[src/hdl/sct_pkg.sv]
package sct_pkg;

  // Word buffer limit and derived counter width
  localparam int MAX_WORD_LEN = 64;
  localparam int CNT_W        = $clog2(MAX_WORD_LEN);
  localparam int LEN_W        = 6;
  localparam int KIND_W       = 4;
  localparam int CHR_W        = 8;

  // Result queue sizing
  localparam int FIFO_DEPTH = 4;
  localparam int PTR_W      = $clog2(FIFO_DEPTH);
  localparam int FCNT_W     = $clog2(FIFO_DEPTH + 1);

  // Result kinds
  localparam logic [KIND_W-1:0] K_WCHAR  = 4'd0;
  localparam logic [KIND_W-1:0] K_WEND   = 4'd1;
  localparam logic [KIND_W-1:0] K_PIPE   = 4'd2;
  localparam logic [KIND_W-1:0] K_INPUT  = 4'd3;
  localparam logic [KIND_W-1:0] K_OUTPUT = 4'd4;
  localparam logic [KIND_W-1:0] K_APPEND = 4'd5;
  localparam logic [KIND_W-1:0] K_BG     = 4'd6;
  localparam logic [KIND_W-1:0] K_END    = 4'd7;
  localparam logic [KIND_W-1:0] K_ERROR  = 4'd8;

  // Special bytes
  localparam logic [CHR_W-1:0] CH_NUL   = 8'd0;
  localparam logic [CHR_W-1:0] CH_TAB   = 8'd9;
  localparam logic [CHR_W-1:0] CH_CR    = 8'd13;
  localparam logic [CHR_W-1:0] CH_SPACE = 8'd32;
  localparam logic [CHR_W-1:0] CH_PIPE  = 8'h7C;
  localparam logic [CHR_W-1:0] CH_LT    = 8'h3C;
  localparam logic [CHR_W-1:0] CH_GT    = 8'h3E;
  localparam logic [CHR_W-1:0] CH_AMP   = 8'h26;
  localparam logic [CHR_W-1:0] CH_SQ    = 8'h27;
  localparam logic [CHR_W-1:0] CH_DQ    = 8'h22;
  localparam logic [CHR_W-1:0] CH_BSL   = 8'h5C;

  // Quote modes
  typedef enum logic [1:0] {
    Q_NONE   = 2'd0,
    Q_SINGLE = 2'd1,
    Q_DOUBLE = 2'd2
  } qmode_t;

  // One result item
  typedef struct packed {
    logic [KIND_W-1:0] kind;
    logic [CHR_W-1:0]  chr;
    logic [LEN_W-1:0]  word_len;
    logic              last;
  } res_t;

  // Results produced by one byte
  typedef struct packed {
    logic [1:0] n;
    res_t       r0;
    res_t       r1;
  } lex_out_t;

endpackage

[src/hdl/sct_if.sv]
interface sct_in_if import sct_pkg::*; ();
  logic             valid;
  logic             ready;
  logic [CHR_W-1:0] ch;

  modport source (output valid, output ch, input ready);
  modport sink (input valid, input ch, output ready);
endinterface

interface sct_out_if import sct_pkg::*; ();
  logic              valid;
  logic              ready;
  logic [KIND_W-1:0] kind;
  logic [CHR_W-1:0]  chr;
  logic [LEN_W-1:0]  word_len;
  logic              last;

  modport source (output valid, output kind, output chr, output word_len, output last,
                  input ready);
  modport sink (input valid, input kind, input chr, input word_len, input last,
                output ready);
endinterface

[src/hdl/sct_lexer.sv]
module sct_lexer import sct_pkg::*; (
  input  logic             clk,
  input  logic             rst_n,
  input  logic             step,
  input  logic [CHR_W-1:0] ch,
  output lex_out_t         res
);

  localparam logic [CNT_W-1:0] CNT_LIM = CNT_W'(MAX_WORD_LEN - 1);

  logic             in_word_r, in_word_nxt;
  qmode_t           qmode_r, qmode_nxt;
  logic             esc_r, esc_nxt;
  logic             gt_r, gt_nxt;
  logic [CNT_W-1:0] cnt_r, cnt_nxt;

  logic do_plain;
  logic s0v, s1v, s2v;
  res_t s0, s1, s2;

  function automatic res_t mk(logic [KIND_W-1:0] k, logic [CHR_W-1:0] c,
                              logic [LEN_W-1:0] l);
    res_t r;
    r.kind     = k;
    r.chr      = c;
    r.word_len = l;
    r.last     = 1'b0;
    return r;
  endfunction

  // Candidate results: lead item, word end, token from plain handling
  always_comb begin
    in_word_nxt = in_word_r;
    qmode_nxt   = qmode_r;
    esc_nxt     = esc_r;
    gt_nxt      = gt_r;
    cnt_nxt     = cnt_r;
    do_plain    = 1'b0;
    s0v = 1'b0; s1v = 1'b0; s2v = 1'b0;
    s0  = '0;   s1  = '0;   s2  = '0;

    if (gt_r) begin
      gt_nxt = 1'b0;
      s0v    = 1'b1;
      if (ch == CH_GT) begin
        s0 = mk(K_APPEND, '0, '0);
      end else begin
        s0       = mk(K_OUTPUT, '0, '0);
        do_plain = 1'b1;
      end
    end else if (esc_r) begin
      esc_nxt = 1'b0;
      if (ch == CH_NUL) begin
        do_plain = 1'b1;
      end else if (cnt_r < CNT_LIM) begin
        s0v     = 1'b1;
        s0      = mk(K_WCHAR, ch, '0);
        cnt_nxt = cnt_r + 1'b1;
      end
    end else if (qmode_r != Q_NONE) begin
      if (ch == CH_NUL) begin
        s0v         = 1'b1;
        s0          = mk(K_ERROR, '0, '0);
        in_word_nxt = 1'b0;
        qmode_nxt   = Q_NONE;
        cnt_nxt     = '0;
      end else if ((qmode_r == Q_SINGLE && ch == CH_SQ) ||
                   (qmode_r == Q_DOUBLE && ch == CH_DQ)) begin
        qmode_nxt = Q_NONE;
      end else if (cnt_r < CNT_LIM) begin
        s0v     = 1'b1;
        s0      = mk(K_WCHAR, ch, '0);
        cnt_nxt = cnt_r + 1'b1;
      end
    end else begin
      do_plain = 1'b1;
    end

    if (do_plain) begin
      case (ch) inside
        CH_NUL, [CH_TAB:CH_CR], CH_SPACE, CH_PIPE, CH_LT, CH_AMP, CH_GT: begin
          // close any open word
          s1v         = in_word_r && (cnt_r != '0);
          s1          = mk(K_WEND, '0, LEN_W'(cnt_r));
          in_word_nxt = 1'b0;
          cnt_nxt     = '0;
          case (ch)
            CH_NUL: begin
              s2v       = 1'b1;
              s2        = mk(K_END, '0, '0);
              qmode_nxt = Q_NONE;
              esc_nxt   = 1'b0;
              gt_nxt    = 1'b0;
            end
            CH_PIPE: begin
              s2v = 1'b1;
              s2  = mk(K_PIPE, '0, '0);
            end
            CH_LT: begin
              s2v = 1'b1;
              s2  = mk(K_INPUT, '0, '0);
            end
            CH_AMP: begin
              s2v = 1'b1;
              s2  = mk(K_BG, '0, '0);
            end
            CH_GT: gt_nxt = 1'b1;
            default: ;
          endcase
        end
        CH_SQ: begin
          in_word_nxt = 1'b1;
          qmode_nxt   = Q_SINGLE;
        end
        CH_DQ: begin
          in_word_nxt = 1'b1;
          qmode_nxt   = Q_DOUBLE;
        end
        CH_BSL: begin
          in_word_nxt = 1'b1;
          esc_nxt     = 1'b1;
        end
        default: begin
          in_word_nxt = 1'b1;
          if (cnt_r < CNT_LIM) begin
            s2v     = 1'b1;
            s2      = mk(K_WCHAR, ch, '0);
            cnt_nxt = cnt_r + 1'b1;
          end
        end
      endcase
    end
  end

  // Pack the first two valid candidates and mark the final one
  always_comb begin
    res = '0;
    if (s0v) begin
      res.r0 = s0;
      if (s1v) begin
        res.r1 = s1;
        res.n  = 2'd2;
      end else if (s2v) begin
        res.r1 = s2;
        res.n  = 2'd2;
      end else begin
        res.n = 2'd1;
      end
    end else if (s1v) begin
      res.r0 = s1;
      if (s2v) begin
        res.r1 = s2;
        res.n  = 2'd2;
      end else begin
        res.n = 2'd1;
      end
    end else if (s2v) begin
      res.r0 = s2;
      res.n  = 2'd1;
    end
    if (res.n == 2'd2) res.r1.last = 1'b1;
    if (res.n == 2'd1) res.r0.last = 1'b1;
  end

  // Advance lexer state on each processed byte
  always_ff @(posedge clk) begin
    if (!rst_n) begin
      in_word_r <= 1'b0;
      qmode_r   <= Q_NONE;
      esc_r     <= 1'b0;
      gt_r      <= 1'b0;
      cnt_r     <= '0;
    end else if (step) begin
      in_word_r <= in_word_nxt;
      qmode_r   <= qmode_nxt;
      esc_r     <= esc_nxt;
      gt_r      <= gt_nxt;
      cnt_r     <= cnt_nxt;
    end
  end

endmodule

[src/hdl/sct_res_fifo.sv]
module sct_res_fifo import sct_pkg::*; (
  input  logic      clk,
  input  logic      rst_n,
  input  logic      push,
  input  lex_out_t  wr,
  output logic      room,
  sct_out_if.source out_res
);

  res_t              mem_r [FIFO_DEPTH];
  logic [PTR_W-1:0]  wp_r, rp_r;
  logic [FCNT_W-1:0] cnt_r, cnt_nxt;
  logic [1:0]        push_n;
  logic              pop;

  assign push_n = push ? wr.n : 2'd0;
  assign pop    = out_res.valid && out_res.ready;
  assign cnt_nxt = cnt_r + FCNT_W'(push_n) - FCNT_W'(pop);

  // Room for the two results one byte can cause
  assign room = (cnt_r <= FCNT_W'(FIFO_DEPTH - 2));

  // Head of queue drives the result channel
  assign out_res.valid    = (cnt_r != '0);
  assign out_res.kind     = mem_r[rp_r].kind;
  assign out_res.chr      = mem_r[rp_r].chr;
  assign out_res.word_len = mem_r[rp_r].word_len;
  assign out_res.last     = mem_r[rp_r].last;

  // Write up to two entries per cycle
  always_ff @(posedge clk) begin
    if (push_n != 2'd0) mem_r[wp_r] <= wr.r0;
    if (push_n == 2'd2) mem_r[wp_r + PTR_W'(1)] <= wr.r1;
  end

  // Pointers and fill level
  always_ff @(posedge clk) begin
    if (!rst_n) begin
      wp_r  <= '0;
      rp_r  <= '0;
      cnt_r <= '0;
    end else begin
      wp_r  <= wp_r + PTR_W'(push_n);
      rp_r  <= rp_r + PTR_W'(pop);
      cnt_r <= cnt_nxt;
    end
  end

endmodule

[src/hdl/shell_command_tokenizer_top.sv]
// Channel   Dir  Payload                          Transfer
// in_ch     in   ch[7:0]                          valid && ready
// out_res   out  kind[3:0] chr[7:0] word_len[5:0]  valid && ready
//                last
//
// Each byte is held in an input register and lexed combinationally into zero,
// one or two results, which go to a four-entry result queue.
// A byte is taken every cycle while the queue has room for two results;
// with two results per byte the single result port limits the rate.
// Synchronous active-low reset clears the lexer state and the queue.
// A stalled result port fills the queue and then holds in_ch.ready low.
module shell_command_tokenizer_top import sct_pkg::*; (
  input  logic      clk,
  input  logic      rst_n,
  sct_in_if.sink    in_ch,
  sct_out_if.source out_res
);

  logic             in_vld_r;
  logic [CHR_W-1:0] in_ch_r;
  logic             room;
  logic             consume;
  lex_out_t         lex_res;

  // Process the held byte when the queue can take its results
  assign consume     = in_vld_r && room;
  assign in_ch.ready = !in_vld_r || consume;

  // Input register
  always_ff @(posedge clk) begin
    if (!rst_n) begin
      in_vld_r <= 1'b0;
    end else if (in_ch.valid && in_ch.ready) begin
      in_vld_r <= 1'b1;
    end else if (consume) begin
      in_vld_r <= 1'b0;
    end
  end

  always_ff @(posedge clk) begin
    if (in_ch.valid && in_ch.ready) in_ch_r <= in_ch.ch;
  end

  sct_lexer u_lexer (
    .clk   (clk),
    .rst_n (rst_n),
    .step  (consume),
    .ch    (in_ch_r),
    .res   (lex_res)
  );

  sct_res_fifo u_fifo (
    .clk     (clk),
    .rst_n   (rst_n),
    .push    (consume),
    .wr      (lex_res),
    .room    (room),
    .out_res (out_res)
  );

endmodule

[src/flat_wrapper.sv]
// flat-port wrapper written by rule: the top's interface ports become plain ports
module shell_command_tokenizer_top_flat import sct_pkg::*;
  (clk, rst_n, in_ch_valid, in_ch_ch, in_ch_ready, out_res_valid, out_res_kind, out_res_chr, out_res_word_len, out_res_last, out_res_ready);
  sct_in_if in_ch_i ();
  sct_out_if out_res_i ();
  input  logic clk;
  input  logic rst_n;
  input wire logic [$bits(in_ch_i.valid)-1:0] in_ch_valid;
  input wire logic [$bits(in_ch_i.ch)-1:0] in_ch_ch;
  output wire logic [$bits(in_ch_i.ready)-1:0] in_ch_ready;
  output wire logic [$bits(out_res_i.valid)-1:0] out_res_valid;
  output wire logic [$bits(out_res_i.kind)-1:0] out_res_kind;
  output wire logic [$bits(out_res_i.chr)-1:0] out_res_chr;
  output wire logic [$bits(out_res_i.word_len)-1:0] out_res_word_len;
  output wire logic [$bits(out_res_i.last)-1:0] out_res_last;
  input wire logic [$bits(out_res_i.ready)-1:0] out_res_ready;
  assign in_ch_i.valid = in_ch_valid;
  assign in_ch_i.ch = in_ch_ch;
  assign in_ch_ready = in_ch_i.ready;
  assign out_res_valid = out_res_i.valid;
  assign out_res_kind = out_res_i.kind;
  assign out_res_chr = out_res_i.chr;
  assign out_res_word_len = out_res_i.word_len;
  assign out_res_last = out_res_i.last;
  assign out_res_i.ready = out_res_ready;
  shell_command_tokenizer_top u_core (.clk(clk), .rst_n(rst_n), .in_ch(in_ch_i), .out_res(out_res_i));
endmodule
[config.mk]
export PLATFORM = sky130hd
export DESIGN_NAME = shell_command_tokenizer_top_flat
export DESIGN_NICKNAME = d
export VERILOG_FILES = /design/src/hdl/sct_pkg.sv /design/src/hdl/sct_if.sv /design/src/hdl/sct_lexer.sv /design/src/hdl/sct_res_fifo.sv /design/src/hdl/shell_command_tokenizer_top.sv /design/src/flat_wrapper.sv
export SDC_FILE = /design/constraint.sdc
export NUM_CORES = 1
export LEC_CHECK = 0
export ABC_AREA = 1
export BUFFER_PORTS_ARGS = -buffer_cell sky130_fd_sc_hd__clkbuf_2
export CAP_MARGIN = 20
export CORE_ASPECT_RATIO = 0.7
export CORE_MARGIN = 2
export CORE_UTILIZATION = 55
export DETAILED_ROUTE_END_ITERATION = 12
export MAX_ROUTING_LAYER = met4
export PLACE_DENSITY = 0.76
export SYNTH_ARGS = -nofsm -noshare
export SYNTH_HDL_FRONTEND = slang
export SYNTH_SLANG_ARGS = --single-unit
[constraint.sdc]
create_clock -name clk -period 4.62 [get_ports clk]
set_input_delay 0.231 -clock clk [delete_from_list [all_inputs] [get_ports clk]]
set_output_delay 0.231 -clock clk [all_outputs]
set_load 0.05 [all_outputs]
==> results of run 1 <==
## power breakdown
part	switching, W	total (W)	internal (W)	leakage [nW]
combinational	0.00116	0.00152	0.000363	2.15
clock	0.000358	0.000730	0.000372	0.135
sequential	0.0000738	0.00119	0.00112	0.927
total	0.00159	0.00345	0.00185	3.21
## state kept, by name (all words and copies together), names as in the netlist
register and flops:
u_core.u_fifo.wp_r 2, u_core.u_lexer.qmode_r 2, u_core.u_fifo.rp_r 2, u_core.u_fifo.cnt_r 3, u_core.u_fifo.mem_r 76, u_core.in_vld_r 1, u_core.in_ch_r 8, u_core.u_lexer.esc_r 1
u_core.u_lexer.gt_r 1, u_core.u_lexer.in_word_r 1, u_core.u_lexer.cnt_r 6
## metal layers
layer / track usage (%) / wire length, µm
met1: 46.6 / 8730
met2: 45.3 / 7660
met3: 7.81 / 2130
met4: 6.40 / 201
met5: - / 0
## final cells by class
| class | count | area, µm² | area share (%) |
|---|---|---|---|
| multi-input combinational | 636 | 3100 | 43.9 |
| tap | 157 | 196 | 2.78 |
| inverter | 87 | 327 | 4.62 |
| sequential | 103 | 2860 | 40.5 |
| timing repair buffer | 45 | 290 | 4.11 |
| clock buffer | 9 | 225 | 3.19 |
| clock inverter | 6 | 58.8 | 0.833 |
## placed cells by master (no fill, tap or decap), types with 2 or more instances in the layout
cell and n:
edfxtp_1 80, nor2_2 3, inv_1 72, nor3_1 3, nor2_1 98, o211ai_1 3
clkinv_1 4, o21ai_1 10, nor3_2 5, nand4_1 9, clkbuf_2 32, nand3_2 2
inv_2 11, nand2_1 226, o31ai_1 3, nor2_4 3, o21ai_0 69, o22ai_1 22
a21oi_1 26, ha_1 10, dfxtp_1 23, clkinv_4 3, xor2_1 4, xnor2_1 4
nand3_1 114, nand3_4 2, clkbuf_16 9, nand2_4 4, buf_4 11, nand2_2 6
## worst max-delay path, cell delays in order (launching register included)
cell and delay [ns]:
edfxtp_1 0.50, inv_1 0.14, nand2_1 0.07, nor2_2 0.14, nand2_2 0.19, nand3_1 0.20, nand3_4 0.15, inv_2 0.19
nand2_1 0.17, nor2_2 0.34, nor2_1 0.13, inv_1 0.09, ha_1 0.14, inv_1 0.04, nand3_1 0.13, nand3_4 0.14
nor2_4 0.41, nand2_2 0.28, nand2_1 0.12, buf_4 0.31
## metrics by stage
| step | util, % | setup slack [ns] | cells |
|---|---|---|---|
| after floorplan | - | 1.26 | 867 |
| after global placement | 58.0 | 0.676 | 1027 |
| after detailed placement | 58.2 | 0.556 | 1028 |
| after CTS | 60.6 | 0.522 | 1043 |
| after global routing | 60.6 | 0.0432 | 1043 |
| final | 60.6 | 0.393 | 1043 |
## cell families after synthesis
| kind of cell | after synthesis | synth area share (%) |
|---|---|---|
| AND/OR/NAND/NOR | 480 | 32.8 |
| AO/OA/AOI/OAI | 137 | 11.5 |
| XOR/XNOR | 8 | 1.08 |
| adder cells (fa/ha/maj) | 11 | 2.23 |
| buffers and inverters | 128 | 8.40 |
| flip-flops | 103 | 44.0 |
## worst max path at each step
stage / start / end / slack (ns)
finish: u_core.in_ch_r[5] / u_core.u_fifo.mem_r[0][13] / 0.39
global route: u_core.in_ch_r[4] / u_core.u_fifo.mem_r[0][4] / 0.04
detailed placement: u_core.in_ch_r[6] / u_core.u_fifo.mem_r[0][11] / 0.56
CTS: u_core.in_ch_r[5] / u_core.u_fifo.mem_r[0][16] / 0.52
global placement: u_core.in_ch_r[1] / u_core.u_fifo.mem_r[0][11] / 0.68
floorplan: u_core.in_ch_r[6] / u_core.u_fifo.cnt_r[2] / 1.26
==> flow_summary.toml, run 1 <==
[run_status]
status = "finished, final reports clean"

[detailed_routing]
first_iter_violations = 923
first_pass_iters = 6
drc_errors = 0
routed_wl_um = 18700
ant_nets = 0
drt-wirelength-per-cell_um = 17.9
routed-via-count = 6154
detail_route.vias_per_cell = 5.90

[global_route]
grt_antenna_before_repair = 0
grt_max_degree = 40
grt_pass1_vias = 5440
grt_pass1_wl_um = 30200
grt_use_total_pct = 31.9
grt-ovfl-total = 0

[logic_synthesis]
syn-instance-count = 867
synth.top_cells.by_area = "edfxtp_1 (37%), nand2_1 (13%), nand3_1 (8.8%)"
postSynthAreaPerCell_um2 = 7.51
synthFlopType = "edfxtp_1"
synth.most_common_cell = "nand2_1"
netlist.area_leader.share_pct = 36.9
ys_seq_area_share_pct = 44.0
ys_ff_latch = 103
synth_warnings = 0
synth_nets = 890
synth_area_leader_cell = "edfxtp_1"
synthDistinctLibCells = 40
async_flop_share_pct = 0
netlist_top_cells_count = "nand2_1 (226), nand3_1 (114), nor2_1 (98), edfxtp_1 (80), inv_1 (72)"
synth_edf_count = 80
synth_area_um2 = 6510

[clock_network]
cts_resized = 0
ctsHoldBuffers = 0
ctsHtreeMaxLevel = 3
clockRootBuffer = "clkbuf_16"
clock-sinks = 103
clk_latency_ns = 0.35
cts_buffer_depth = 2
clk_pin_slew_worst_paths_ns = 0.07
cts_setup_buffers = 0
cts_tree = "yes"
cts_inserted_buffers = 9

[power_and_ir_drop]
power_leakage_nw = 3.21
irDropWorstVdd_mv = 0.319
total_power_w = 0.00345
powerDensity_nw_per_um2 = 488

[floorplan]
initial_utilization_pct = 55.9
die_y_um = 95.0
ios = 33
row_count = 33
die-area_um2 = 12700
core_um2 = 11600
die_w_um = 134

[setup_path]
ff2ff_setup_slack_ns = 0.39
r2r_start = "u_core.in_ch_r[5]"
r2r-end = "u_core.u_fifo.mem_r[0][13]"
startpoint_type = "register"
cp-end-kind = "register"
cp_max_fo = 19
crit_type = "register to register"
critPathArrivalTime_ns = 4.25
worstRegToRegCells = 19
cp_data_required_time_ns = 4.65

[timing]
finalSetupViolations = 0
fmax_mhz = 237
fin_hold_ws_ns = 0.0562
rsz0062_at_grt = "no"
hold_viol = 0
period_needed_ns = 4.23
max_slew_margin_pct = 49.7
tightest_slew_ns = 0.754
final_max_slew_viol_count = 0
clock-skew-final_ns = 0.00408
fin_setup_tns_ns = 0
fin_crit_sh_pct = 91.5

[min_path]
hold_start = "in_ch_ch[2]"
holdPathStages = 1
hold_class = "input pin to register"
hold_end = "u_core.in_ch_r[2]"

[final_layout]
nets = 905
synthToLayoutAreaGrowth_pct = 8.45
diodes = 0
n_fill_cell = 1068
drive_above_1_share_pct = 11.4
design_area_um2 = 7060

[placed_design]
dp_hpwl_um = 13200
dpl_cell_area_um2 = 6780
gp_congestion = 0.976
io_buffers = 32

[run]
drv_cap = 0
Note: power is estimated with default switching activity, not from simulation.
==> inputs of run 2 (changes only) <==
--- a/config.mk
+++ b/config.mk
@@ -8,12 +8,15 @@
 export ABC_AREA = 1
 export BUFFER_PORTS_ARGS = -buffer_cell sky130_fd_sc_hd__clkbuf_2
 export CAP_MARGIN = 20
+export CELL_PAD_IN_SITES_DETAIL_PLACEMENT = 0
+export CELL_PAD_IN_SITES_GLOBAL_PLACEMENT = 1
 export CORE_ASPECT_RATIO = 0.7
 export CORE_MARGIN = 2
-export CORE_UTILIZATION = 55
+export CORE_UTILIZATION = 46
+export CTS_CLUSTER_DIAMETER = 100
 export DETAILED_ROUTE_END_ITERATION = 12
 export MAX_ROUTING_LAYER = met4
-export PLACE_DENSITY = 0.76
+export PLACE_DENSITY = 0.83
 export SYNTH_ARGS = -nofsm -noshare
 export SYNTH_HDL_FRONTEND = slang
 export SYNTH_SLANG_ARGS = --single-unit
==> flow_summary.toml, run 2 (synthesis results as in run 1) <==
[detailed_routing]
routed_wl_um = 20200
detail_route.vias_per_cell = 5.61
drc_errors = 0
first_iter_violations = 706
ant_nets = 0
routed-via-count = 6086
first_pass_iters = 6
drt-wirelength-per-cell_um = 18.6

[final_layout]
drive_above_1_share_pct = 12.1
fin_cells = 1084
synthToLayoutAreaGrowth_pct = 9.40
largest_register = "u_core.u_fifo.mem_r"
n_fill_cell = 1397
diodes = 0
nets = 912
final_common_cell = "nand2_1"
layout_top_registers = "u_core.u_fifo.mem_r (76), u_core.in_ch_r (8), u_core.u_lexer.cnt_r (6)"
largest_reg_flops = 76
layout_common_cells = "nand2_1 (226), nand3_1 (114), nor2_1 (98)"
design_area_um2 = 7120

[floorplan]
ios = 33
core_um2 = 13900
die_y_um = 104
die_w_um = 146
initial_utilization_pct = 46.9
row_count = 36
die-area_um2 = 15100

[timing]
clock-skew-final_ns = 0.0109
period_needed_ns = 4.20
max_slew_margin_pct = 30.9
finalSetupViolations = 0
fin_crit_sh_pct = 90.9
final_max_slew_viol_count = 0
fin_setup_tns_ns = 0
tightest_slew_ns = 1.04
rsz0062_at_grt = "no"
fmax_mhz = 238
hold_viol = 0

[setup_path]
worstRegToRegCells = 19
r2r_start = "u_core.in_ch_r[5]"
cp_slowest_cell = "edfxtp_1"
startpoint_type = "register"
critPathArrivalTime_ns = 4.27
cp-end-kind = "register"
r2r-end = "u_core.u_fifo.mem_r[0][16]"
cp_data_required_time_ns = 4.69
ff2ff_setup_slack_ns = 0.42
crit_type = "register to register"
slowest_delay_ns = 0.50
cp_cell_sequence = "inv_1 -> nand2_1 -> nor2_2 -> nand2_2 -> nand3_1 -> nand3_4 -> inv_2 -> nand2_1 -> nor2_2 -> nor2_1 -> inv_1 -> ha_1 -> inv_1 -> nand3_1 -> nand3_4 -> nor2_4 -> nand2_2 -> nand2_1 -> buf_4"
cp_max_fo = 19

[power_and_ir_drop]
irDropWorstVdd_mv = 0.286
power_leakage_nw = 3.23
powerDensity_nw_per_um2 = 487

[run]
drv_cap = 0

[clock_network]
ctsHoldBuffers = 0
clk_latency_ns = 0.37
cts_setup_buffers = 0
ctsHtreeMaxLevel = 3
cts_resized = 0
cts_tree = "yes"
clockRootBuffer = "clkbuf_16"
clock-sinks = 103
cts_inserted_buffers = 9
clk_pin_slew_worst_paths_ns = 0.08
cts_buffer_depth = 2

[global_route]
grt_use_total_pct = 28.4
grt_pass1_vias = 5588
grt-ovfl-total = 0
grt_max_degree = 41
grt_antenna_before_repair = 0
grt_pass1_wl_um = 32200

[run_status]
status = "finished, final reports clean"

[placed_design]
dpl_cell_area_um2 = 6840
io_buffers = 32
dp_cells = 1068
gp_congestion = 1.03
dp_hpwl_um = 15400

[min_path]
hold_end = "u_core.in_ch_r[6]"
hold_start = "in_ch_ch[6]"
holdPathStages = 1
hold_class = "input pin to register"
==> run 2: final cells by class <==
class / instances / area (µm²) / area share, %
tap: 190 / 238 / 3.34
multi-input combinational: 636 / 3100 / 43.5
clock buffer: 10 / 229 / 3.21
sequential: 103 / 2860 / 40.2
inverter: 87 / 327 / 4.58
timing repair buffer: 52 / 310 / 4.36
clock inverter: 6 / 55.1 / 0.773
==> run 2: per-stage QoR <==
| stage | power (W) | hold slack, ns | setup slack [ns] | util (%) |
|---|---|---|---|---|
| 6_report | 0.00347 | 0.0329 | 0.419 | 51.3 |
| 2_1_floorplan | 0.00232 | 0.330 | 1.26 | - |
| 5_1_grt | 0.00366 | 0.0270 | 0.0825 | 51.3 |
| 4_1_cts | 0.00347 | 0.0245 | 0.501 | 51.3 |
| 3_3_place_gp | 0.00271 | 0.408 | 0.651 | 49.3 |
| 3_5_place_dp | 0.00272 | 0.410 | 0.535 | 49.3 |
==> run 2: per-layer routing <==
metal | global-route usage [%] | vias up | wire [µm]
li1 | - | 2948 | -
met1 | 42.7 | 2818 | 9900
met2 | 38.3 | 293 | 8140
met3 | 7.05 | 27 | 1890
met4 | 6.93 | 0 | 233
met5 | - | - | 0
==> run 2: power by group <==
part           total [W]  switching (W)  internal, W
clock           0.000746       0.000372     0.000374
sequential       0.00118      0.0000630      0.00112
combinational    0.00154        0.00118     0.000363
total            0.00347        0.00161      0.00186
==> run 2: worst max path at each step <==
| stage | startpoint | end | slack (ns) | cells past startpoint |
|---|---|---|---|---|
| finish | u_core.in_ch_r[5] | u_core.u_fifo.mem_r[0][16] | 0.42 | 19 |
| detailed placement | u_core.in_ch_r[5] | u_core.u_fifo.mem_r[0][13] | 0.54 | 19 |
| floorplan | u_core.in_ch_r[6] | u_core.u_fifo.cnt_r[2] | 1.26 | 24 |
| CTS | u_core.in_ch_r[6] | u_core.u_fifo.cnt_r[2] | 0.50 | 23 |
| global placement | u_core.in_ch_r[6] | u_core.u_fifo.cnt_r[2] | 0.65 | 23 |
| global route | u_core.in_ch_r[5] | u_core.u_fifo.mem_r[2][15] | 0.08 | 20 |
==> run 2: critical path: cells and delay by family (launching register included) <==
family	cells	cell delay, ns
simple gates	13	2.60
fa+ha+maj	1	0.14
buf+inv	5	0.64
flops	1	0.50
